$ cat config.mk
export PLATFORM = sky130hd
export DESIGN_NAME = i2c_bus_monitor_decoder_top
export DESIGN_NICKNAME = d
export VERILOG_FILES = /design/src/rtl/core/i2cbm_pkg.sv /design/src/rtl/core/i2c_bus_monitor_decoder_top.sv /design/src/rtl/core/i2cbm_front.sv /design/src/rtl/core/i2cbm_fifo.sv /design/src/rtl/core/i2cbm_back.sv
export SDC_FILE = /design/constraint.sdc
export NUM_CORES = 1
export LEC_CHECK = 0
export BUFFER_PORTS_ARGS = -buffer_cell sky130_fd_sc_hd__buf_4
export CAP_MARGIN = 40
export CORE_UTILIZATION = 50
export CTS_CLUSTER_DIAMETER = 80
export CTS_CLUSTER_SIZE = 12
export DETAILED_ROUTE_END_ITERATION = 6
export MAX_ROUTING_LAYER = met4
export PLACE_DENSITY_LB_ADDON = 0.3
export SYNTH_ARGS = -nofsm -noshare
export SYNTH_HDL_FRONTEND = slang
export SYNTH_SLANG_ARGS = --single-unit
$ cat constraint.sdc
create_clock -name i_clk -period 4 [get_ports i_clk]
set_clock_uncertainty 0.15 [all_clocks]
set_input_delay 0.6 -clock i_clk [delete_from_list [all_inputs] [get_ports i_clk]]
set_output_delay 0.6 -clock i_clk [all_outputs]
set_load 0.03 [all_outputs]
$ cat src/rtl/core/i2cbm_pkg.sv
// ----------------------------------------------------------------------------
// I2C bus monitor package
// Shared types and constants for the bus monitor decoder.
// ----------------------------------------------------------------------------
`default_nettype none

package i2cbm_pkg;

    localparam logic [1:0] KIND_START = 2'd0;
    localparam logic [1:0] KIND_STOP  = 2'd1;
    localparam logic [1:0] KIND_DATA  = 2'd2;
    localparam logic [1:0] KIND_ACK   = 2'd3;

    localparam int QUEUE_DEPTH = 4;
    localparam int QUEUE_AW    = 2;

    // One queue entry: an event, or a marker that closes the previous event's word
    typedef struct packed {
        logic       marker;
        logic [1:0] kind;
        logic [7:0] value;
        logic       last;
    } t_entry;

endpackage

`default_nettype wire

$ cat src/rtl/core/i2c_bus_monitor_decoder_top.sv
// ----------------------------------------------------------------------------
// I2C bus monitor decoder
// Decodes START, STOP, data bytes and acknowledge bits from packed samples.
// ----------------------------------------------------------------------------
//  channel | handshake         | payload
//  --------+-------------------+-------------------------------------------
//  input   | i_push / o_full   | i_packed_word
//  result  | o_empty / i_pop   | o_event_kind, o_event_data, o_last_of_word
//
//  One sample per cycle, stalls aside: a word's SAMPLES_PER_WORD samples pass
//  the front end, and the next word is accepted in the cycle its last sample
//  is taken. An event that ends its word goes via the queue, stage and result
//  registers to the port; others wait for the word's next event or end marker.
//  Synchronous active-low reset clears all control state; no clearing pass.
//  A full queue stalls the walk only on samples that push an event or a marker.
// ----------------------------------------------------------------------------
`default_nettype none

module i2c_bus_monitor_decoder_top #(
    parameter int SAMPLES_PER_WORD = 16
) (
    input  wire         i_clk,
    input  wire         i_rst_n,
    input  wire         i_push,
    output logic        o_full,
    input  wire  [31:0] i_packed_word,
    output logic        o_empty,
    input  wire         i_pop,
    output logic [1:0]  o_event_kind,
    output logic [7:0]  o_event_data,
    output logic        o_last_of_word
);
    import i2cbm_pkg::*;

    logic   q_push;
    t_entry q_in;
    logic   q_full;
    logic   q_pop;
    t_entry q_out;
    logic   q_empty;

    i2cbm_front #(
        .SAMPLES_PER_WORD(SAMPLES_PER_WORD)
    ) u_front (
        .i_clk        (i_clk),
        .i_rst_n      (i_rst_n),
        .i_push       (i_push),
        .o_full       (o_full),
        .i_packed_word(i_packed_word),
        .o_q_push     (q_push),
        .o_q_entry    (q_in),
        .i_q_full     (q_full)
    );

    i2cbm_fifo u_fifo (
        .i_clk  (i_clk),
        .i_rst_n(i_rst_n),
        .i_push (q_push),
        .i_data (q_in),
        .o_full (q_full),
        .i_pop  (q_pop),
        .o_data (q_out),
        .o_empty(q_empty)
    );

    i2cbm_back u_back (
        .i_clk         (i_clk),
        .i_rst_n       (i_rst_n),
        .i_q_data      (q_out),
        .i_q_empty     (q_empty),
        .o_q_pop       (q_pop),
        .o_empty       (o_empty),
        .i_pop         (i_pop),
        .o_event_kind  (o_event_kind),
        .o_event_data  (o_event_data),
        .o_last_of_word(o_last_of_word)
    );

endmodule

`default_nettype wire

$ cat src/rtl/core/i2cbm_front.sv
// ----------------------------------------------------------------------------
// I2C bus monitor front end
// Takes a word, walks its samples one per cycle unless stalled; finds events.
// ----------------------------------------------------------------------------
`default_nettype none

module i2cbm_front #(
    parameter int SAMPLES_PER_WORD = 16
) (
    input  wire                   i_clk,
    input  wire                   i_rst_n,
    input  wire                   i_push,
    output logic                  o_full,
    input  wire  [31:0]           i_packed_word,
    output logic                  o_q_push,
    output i2cbm_pkg::t_entry     o_q_entry,
    input  wire                   i_q_full
);
    import i2cbm_pkg::*;

    localparam int LW = $clog2(SAMPLES_PER_WORD + 1);

    typedef enum logic [1:0] {
        PEND_NONE  = 2'd0,
        PEND_START = 2'd1,
        PEND_STOP  = 2'd2
    } t_pend;

    logic          r_busy;
    logic [31:0]   r_word;
    logic [LW-1:0] r_left;
    logic          r_open;
    logic          r_levels_seen;
    logic          r_last_sda;
    logic          r_last_scl;
    logic          r_in_tx;
    t_pend         r_pend;
    logic [3:0]    r_bits;
    logic [7:0]    r_shift;

    logic          n_in_tx;
    t_pend         n_pend;
    logic [3:0]    n_bits;
    logic [7:0]    n_shift;
    logic          ev;
    logic [1:0]    ev_kind;
    logic [7:0]    ev_value;
    logic          sda;
    logic          scl;
    logic          final_smp;
    logic          need_push;
    logic          advance;
    logic          accept;

    assign sda       = r_word[30];
    assign scl       = r_word[31];
    assign final_smp = (r_left == LW'(1));

    always_comb begin
        n_in_tx  = r_in_tx;
        n_pend   = r_pend;
        n_bits   = r_bits;
        n_shift  = r_shift;
        ev       = 1'b0;
        ev_kind  = KIND_START;
        ev_value = 8'd0;
        if (r_levels_seen) begin
            if (r_pend != PEND_NONE) begin
                if (scl) begin
                    if (r_pend == PEND_START && !sda) begin
                        n_in_tx = 1'b1;
                        n_bits  = 4'd0;
                        n_shift = 8'd0;
                        ev      = 1'b1;
                        ev_kind = KIND_START;
                    end else if (r_pend == PEND_STOP && sda) begin
                        n_in_tx = 1'b0;
                        n_bits  = 4'd0;
                        n_shift = 8'd0;
                        ev      = 1'b1;
                        ev_kind = KIND_STOP;
                    end
                end
                n_pend = PEND_NONE;
            end else if (r_last_scl && scl) begin
                if (r_last_sda && !sda) begin
                    n_pend = PEND_START;
                end else if (!r_last_sda && sda) begin
                    n_pend = PEND_STOP;
                end
            end
            // a confirming sample never has an SCL rising edge
            if (!r_last_scl && scl && n_in_tx) begin
                if (r_bits < 4'd8) begin
                    n_shift = {r_shift[6:0], sda};
                    n_bits  = r_bits + 4'd1;
                    if (r_bits == 4'd7) begin
                        ev       = 1'b1;
                        ev_kind  = KIND_DATA;
                        ev_value = {r_shift[6:0], sda};
                    end
                end else begin
                    ev       = 1'b1;
                    ev_kind  = KIND_ACK;
                    ev_value = {7'd0, sda};
                    n_bits   = 4'd0;
                    n_shift  = 8'd0;
                end
            end
        end
    end

    // marker closes a word that made an event but whose final sample made none
    assign need_push = ev || (final_smp && r_open);
    assign advance   = r_busy && !(need_push && i_q_full);
    assign o_full    = r_busy && !(advance && final_smp);
    assign accept    = i_push && !o_full;

    assign o_q_push         = advance && need_push;
    assign o_q_entry.marker = !ev;
    assign o_q_entry.kind   = ev_kind;
    assign o_q_entry.value  = ev_value;
    assign o_q_entry.last   = final_smp && ev;

    always_ff @(posedge i_clk) begin
        if (!i_rst_n) begin
            r_busy        <= 1'b0;
            r_left        <= '0;
            r_open        <= 1'b0;
            r_levels_seen <= 1'b0;
            r_last_sda    <= 1'b0;
            r_last_scl    <= 1'b0;
            r_in_tx       <= 1'b0;
            r_pend        <= PEND_NONE;
            r_bits        <= 4'd0;
            r_shift       <= 8'd0;
        end else begin
            if (advance) begin
                r_levels_seen <= 1'b1;
                r_last_sda    <= sda;
                r_last_scl    <= scl;
                r_in_tx       <= n_in_tx;
                r_pend        <= n_pend;
                r_bits        <= n_bits;
                r_shift       <= n_shift;
                if (final_smp) begin
                    r_open <= 1'b0;
                end else if (ev) begin
                    r_open <= 1'b1;
                end
            end
            // a new word can only arrive while idle or on the final sample
            if (accept) begin
                r_busy <= 1'b1;
                r_word <= i_packed_word;
                r_left <= LW'(SAMPLES_PER_WORD);
            end else if (advance) begin
                r_word <= {r_word[29:0], 2'b00};
                r_left <= r_left - LW'(1);
                if (final_smp) begin
                    r_busy <= 1'b0;
                end
            end
        end
    end

endmodule

`default_nettype wire

$ cat src/rtl/core/i2cbm_fifo.sv
// ----------------------------------------------------------------------------
// I2C bus monitor event queue
// Short FIFO between event detection and result delivery.
// ----------------------------------------------------------------------------
`default_nettype none

module i2cbm_fifo (
    input  wire                i_clk,
    input  wire                i_rst_n,
    input  wire                i_push,
    input  i2cbm_pkg::t_entry  i_data,
    output logic               o_full,
    input  wire                i_pop,
    output i2cbm_pkg::t_entry  o_data,
    output logic               o_empty
);
    import i2cbm_pkg::*;

    t_entry              r_mem [QUEUE_DEPTH];
    logic [QUEUE_AW-1:0] r_wr;
    logic [QUEUE_AW-1:0] r_rd;
    logic [QUEUE_AW:0]   r_count;
    logic                do_push;
    logic                do_pop;

    assign o_full  = (r_count == (QUEUE_AW+1)'(QUEUE_DEPTH));
    assign o_empty = (r_count == '0);
    assign o_data  = r_mem[r_rd];
    assign do_push = i_push && !o_full;
    assign do_pop  = i_pop && !o_empty;

    always_ff @(posedge i_clk) begin
        if (do_push) begin
            r_mem[r_wr] <= i_data;
        end
    end

    always_ff @(posedge i_clk) begin
        if (!i_rst_n) begin
            r_wr    <= '0;
            r_rd    <= '0;
            r_count <= '0;
        end else begin
            if (do_push) begin
                r_wr <= r_wr + QUEUE_AW'(1);
            end
            if (do_pop) begin
                r_rd <= r_rd + QUEUE_AW'(1);
            end
            if (do_push && !do_pop) begin
                r_count <= r_count + (QUEUE_AW+1)'(1);
            end else if (do_pop && !do_push) begin
                r_count <= r_count - (QUEUE_AW+1)'(1);
            end
        end
    end

endmodule

`default_nettype wire

$ cat src/rtl/core/i2cbm_back.sv
// ----------------------------------------------------------------------------
// I2C bus monitor back end
// Resolves the end-of-word flag and drives the result register.
// ----------------------------------------------------------------------------
`default_nettype none

module i2cbm_back (
    input  wire                i_clk,
    input  wire                i_rst_n,
    input  i2cbm_pkg::t_entry  i_q_data,
    input  wire                i_q_empty,
    output logic               o_q_pop,
    output logic               o_empty,
    input  wire                i_pop,
    output logic [1:0]         o_event_kind,
    output logic [7:0]         o_event_data,
    output logic               o_last_of_word
);
    import i2cbm_pkg::*;

    // stage holds an event until its last flag or next entry says if it ends its word
    t_entry r_stage;
    logic   r_stage_valid;
    logic   r_out_valid;
    logic   resolved;
    logic   out_free;
    logic   move;
    logic   head_marker;
    logic   eat_marker;
    logic   fill;

    assign resolved    = r_stage_valid && (r_stage.last || !i_q_empty);
    assign out_free    = !r_out_valid || i_pop;
    assign move        = resolved && out_free;
    assign head_marker = !i_q_empty && i_q_data.marker;
    assign eat_marker  = (move && !r_stage.last && head_marker) ||
                         (!r_stage_valid && head_marker);
    assign fill        = !i_q_empty && !i_q_data.marker && (!r_stage_valid || move);
    assign o_q_pop     = fill || eat_marker;
    assign o_empty     = !r_out_valid;

    always_ff @(posedge i_clk) begin
        if (!i_rst_n) begin
            r_stage_valid <= 1'b0;
            r_out_valid   <= 1'b0;
        end else begin
            if (fill) begin
                r_stage       <= i_q_data;
                r_stage_valid <= 1'b1;
            end else if (move) begin
                r_stage_valid <= 1'b0;
            end
            if (move) begin
                r_out_valid    <= 1'b1;
                o_event_kind   <= r_stage.kind;
                o_event_data   <= r_stage.value;
                o_last_of_word <= r_stage.last || head_marker;
            end else if (i_pop) begin
                r_out_valid <= 1'b0;
            end
        end
    end

endmodule

`default_nettype wire

==> reports/qor.yml <==
pwr:
  power_density_nw_per_um2: 576.4
  p_leak_nw: 2.520
  peakVddDrop_mv: 0.3658
global_route:
  grt_max_degree: 33
  antenna_found_initial: 0
  grt.overflow.total: 0
  first_global_vias: 3252
  grt_pass1_wl_um: 15860
  grt.total_usage: 0.1860
timing:
  slew_headroom: 0.5673
  rsz0062_at_grt: "false"
  min_period_ps: 3469
  fin_setup_tns_ps: 0
  worstMarginPinSlew_ps: 649.0
  hold_violations: 0
  final_max_slew_viol_count: 0
  max_freq_ghz: 0.2883
  min_period_over_period: 0.8672
  setup_viol: 0
finish:
  n_antenna_cell: 0
  fin_util: 0.6261
  final_area_sq_um: 6907
  area_delta_synth_final_pct: 19.48
  nFillCells: 838
  nets: 487
  drive_gt1_frac: 0.2863
worst_setup_path:
  cp.required_ps: 4180
  worstPathArrival_ps: 3650
  path_max_fanout: 8
  crit_type: "flip-flop to flip-flop"
  end_kind: "flip-flop"
  cp-start-kind: "flip-flop"
synth:
  synth_cells: 383
  netlist_area_sq_um: 5781
  synthFlopType: "edfxtp_1"
  synth_top_area_frac: 0.5299
  synth_cell_types: 58
  yosysMostFrequentCell: "edfxtp_1"
  synth_area_per_cell_sq_um: 15.09
  yosysWarnings: 0
  yosys_register_bits: 137
  syn-num-nets: 429
  yosysSeqAreaShare: 0.6511
  yosysTopAreaCell: "edfxtp_1"
  synth_common_cells: "edfxtp_1, dfxtp_1, mux2_4"
  synth-edff-count: 102
  synthArstFlopShare: 0
  yosys-top-cells-area: "edfxtp_1, dfxtp_1, mux2_4, mux4_2, ha_1"
placed_design:
  place_congestion: 0.8281
  io_buffers: 48
  dp_hpwl_um: 6254
  placed_area_sq_um: 6276
die:
  initial_core_util: 0.5240
  die_y_um: 109.5
  io_pins: 49
  dieArea_sq_um: 11990
  fp.dieW_um: 109.5
  core_sq_um: 11030
  rows: 38
clock_tree:
  clockBufferDepth: 2
  cts_root_buf: "clkbuf_16"
  h-tree-depth: 4
  postCtsSetupBuffers: 0
  tritoncts: "done"
  clk_pin_slew_worst_paths_ps: 60
  clk_latency_ps: 410
  ctsHoldBuffers: 0
  cts-buffers-inserted: 17
  post_cts_resized: 0
  clock-sinks: 137
routing:
  drt-total-wl_um: 9627
  vias: 3237
  drt_first_pass_iters: 4
  via_per_inst: 5.449
  wire_per_inst_um: 16.21
  drc: 0
  drt_iter0_drc: 226
  final_antenna_net_count: 0
flow_run:
  cap_violations: 0
outcome:
  status: "finished clean"
hold_path:
  hp-class: "flip-flop to flip-flop"
## where the power goes
part	switching, mW	internal [mW]
logic	0.285	0.281
registers	0.0802	1.68
clock network	0.565	1.09
total	0.931	3.05
## metal layers
metal | global-route usage | part of all wire | vias up
li1 | - | - | 1565
met1 | 0.2220 | 0.44 | 1573
met2 | 0.2942 | 0.50 | 84
met3 | 0.04920 | 0.044 | 15
met4 | 0.08952 | 0.016 | 0
met5 | - | 0 | -
## layout make-up
cell class | instances | area, sq um | area share
flip-flops and latches | 137 | 3764 | 0.5449
multi-input cells | 214 | 1864 | 0.2699
clock buffers | 17 | 425.4 | 0.06159
repair buffers | 55 | 412.9 | 0.05978
clock inverters | 15 | 205.2 | 0.02971
well taps | 140 | 175.2 | 0.02536
inverters | 16 | 60.06 | 0.008696
## metrics by stage
step	setup slack (ps)	total power [mW]	hold WS, ps	instances
3_3_place_gp	670.2	2.332	250.3	562
3_5_place_dp	545.1	2.359	254.5	562
4_1_cts	515.4	4.019	248.7	594
6_report	531.2	3.981	266.8	594
2_1_floorplan	218.3	2.194	250.3	383
5_1_grt	300.6	4.137	282.7	594
## cells in the final DEF, fill, tap and decap left out, types with 4 or more instances in the layout
master,Yosys,routed
a21oi_1,19,18
or3_1,6,6
nand4_1,10,10
nor3_1,5,5
ha_1,9,9
mux2_1,6,6
mux2_4,24,24
edfxtp_1,102,102
mux2i_1,5,5
and2_1,15,15
xnor2_1,4,4
nand2_1,15,15
mux4_2,12,12
o21ai_0,16,16
inv_1,15,15
buf_4,0,55
clkbuf_16,0,17
bufinv_16,0,5
dfxtp_1,35,35
clkinv_1,1,6
nor2_1,20,20
## flip-flops by register name, summed over array words and instances, names as in the netlist, 2 cells and up, named ones only
register             flops
u_fifo.r_rd              2
u_front.r_left           5
u_back.o_event_data      8
u_front.r_pend           2
u_front.r_word          32
u_back.o_event_kind      2
u_back.r_stage          11
u_fifo.r_wr              2
u_front.r_bits           4
u_fifo.r_mem            48
u_fifo.r_count           3
u_front.r_shift          7
## critical path, cell delays in order, from the launching register on
cell and delay, ps:
edfxtp_1 480, nand2b_1 190, a21o_1 240, a2111oi_4 560
o311a_1 400, ha_1 230, inv_1 70, fa_1 430
xor2_1 180, or3_1 310, a21oi_1 140
## kinds of logic after synthesis
logic type / after synthesis / synth area share
AOI/OAI and AO/OA: 55 / 0.06624
xor gates and xnor gates: 7 / 0.01061
and+or+nand+nor: 95 / 0.09026
adders and majority gates: 10 / 0.02294
muxes: 47 / 0.1294
DFF: 137 / 0.6511
buffers and inverters: 32 / 0.02943
## worst paths after layout
path	from	to	slack, ps	depth (start not counted)
setup / recovery	u_front.r_word[30]$_DFFE_PP_	u_fifo.r_count[2]$_SDFFE_PN0P_	530	10
hold / removal	u_back.r_stage[9]$_DFFE_PP_	u_back.o_event_kind[0]$_DFFE_PP_	270	0
hold reg to reg	u_back.r_stage[9]$_DFFE_PP_	u_back.o_event_kind[0]$_DFFE_PP_	270	0
setup reg to reg	u_front.r_word[30]$_DFFE_PP_	u_fifo.r_count[2]$_SDFFE_PN0P_	530	10
No activity file was read; power rests on OpenSTA's default activity.
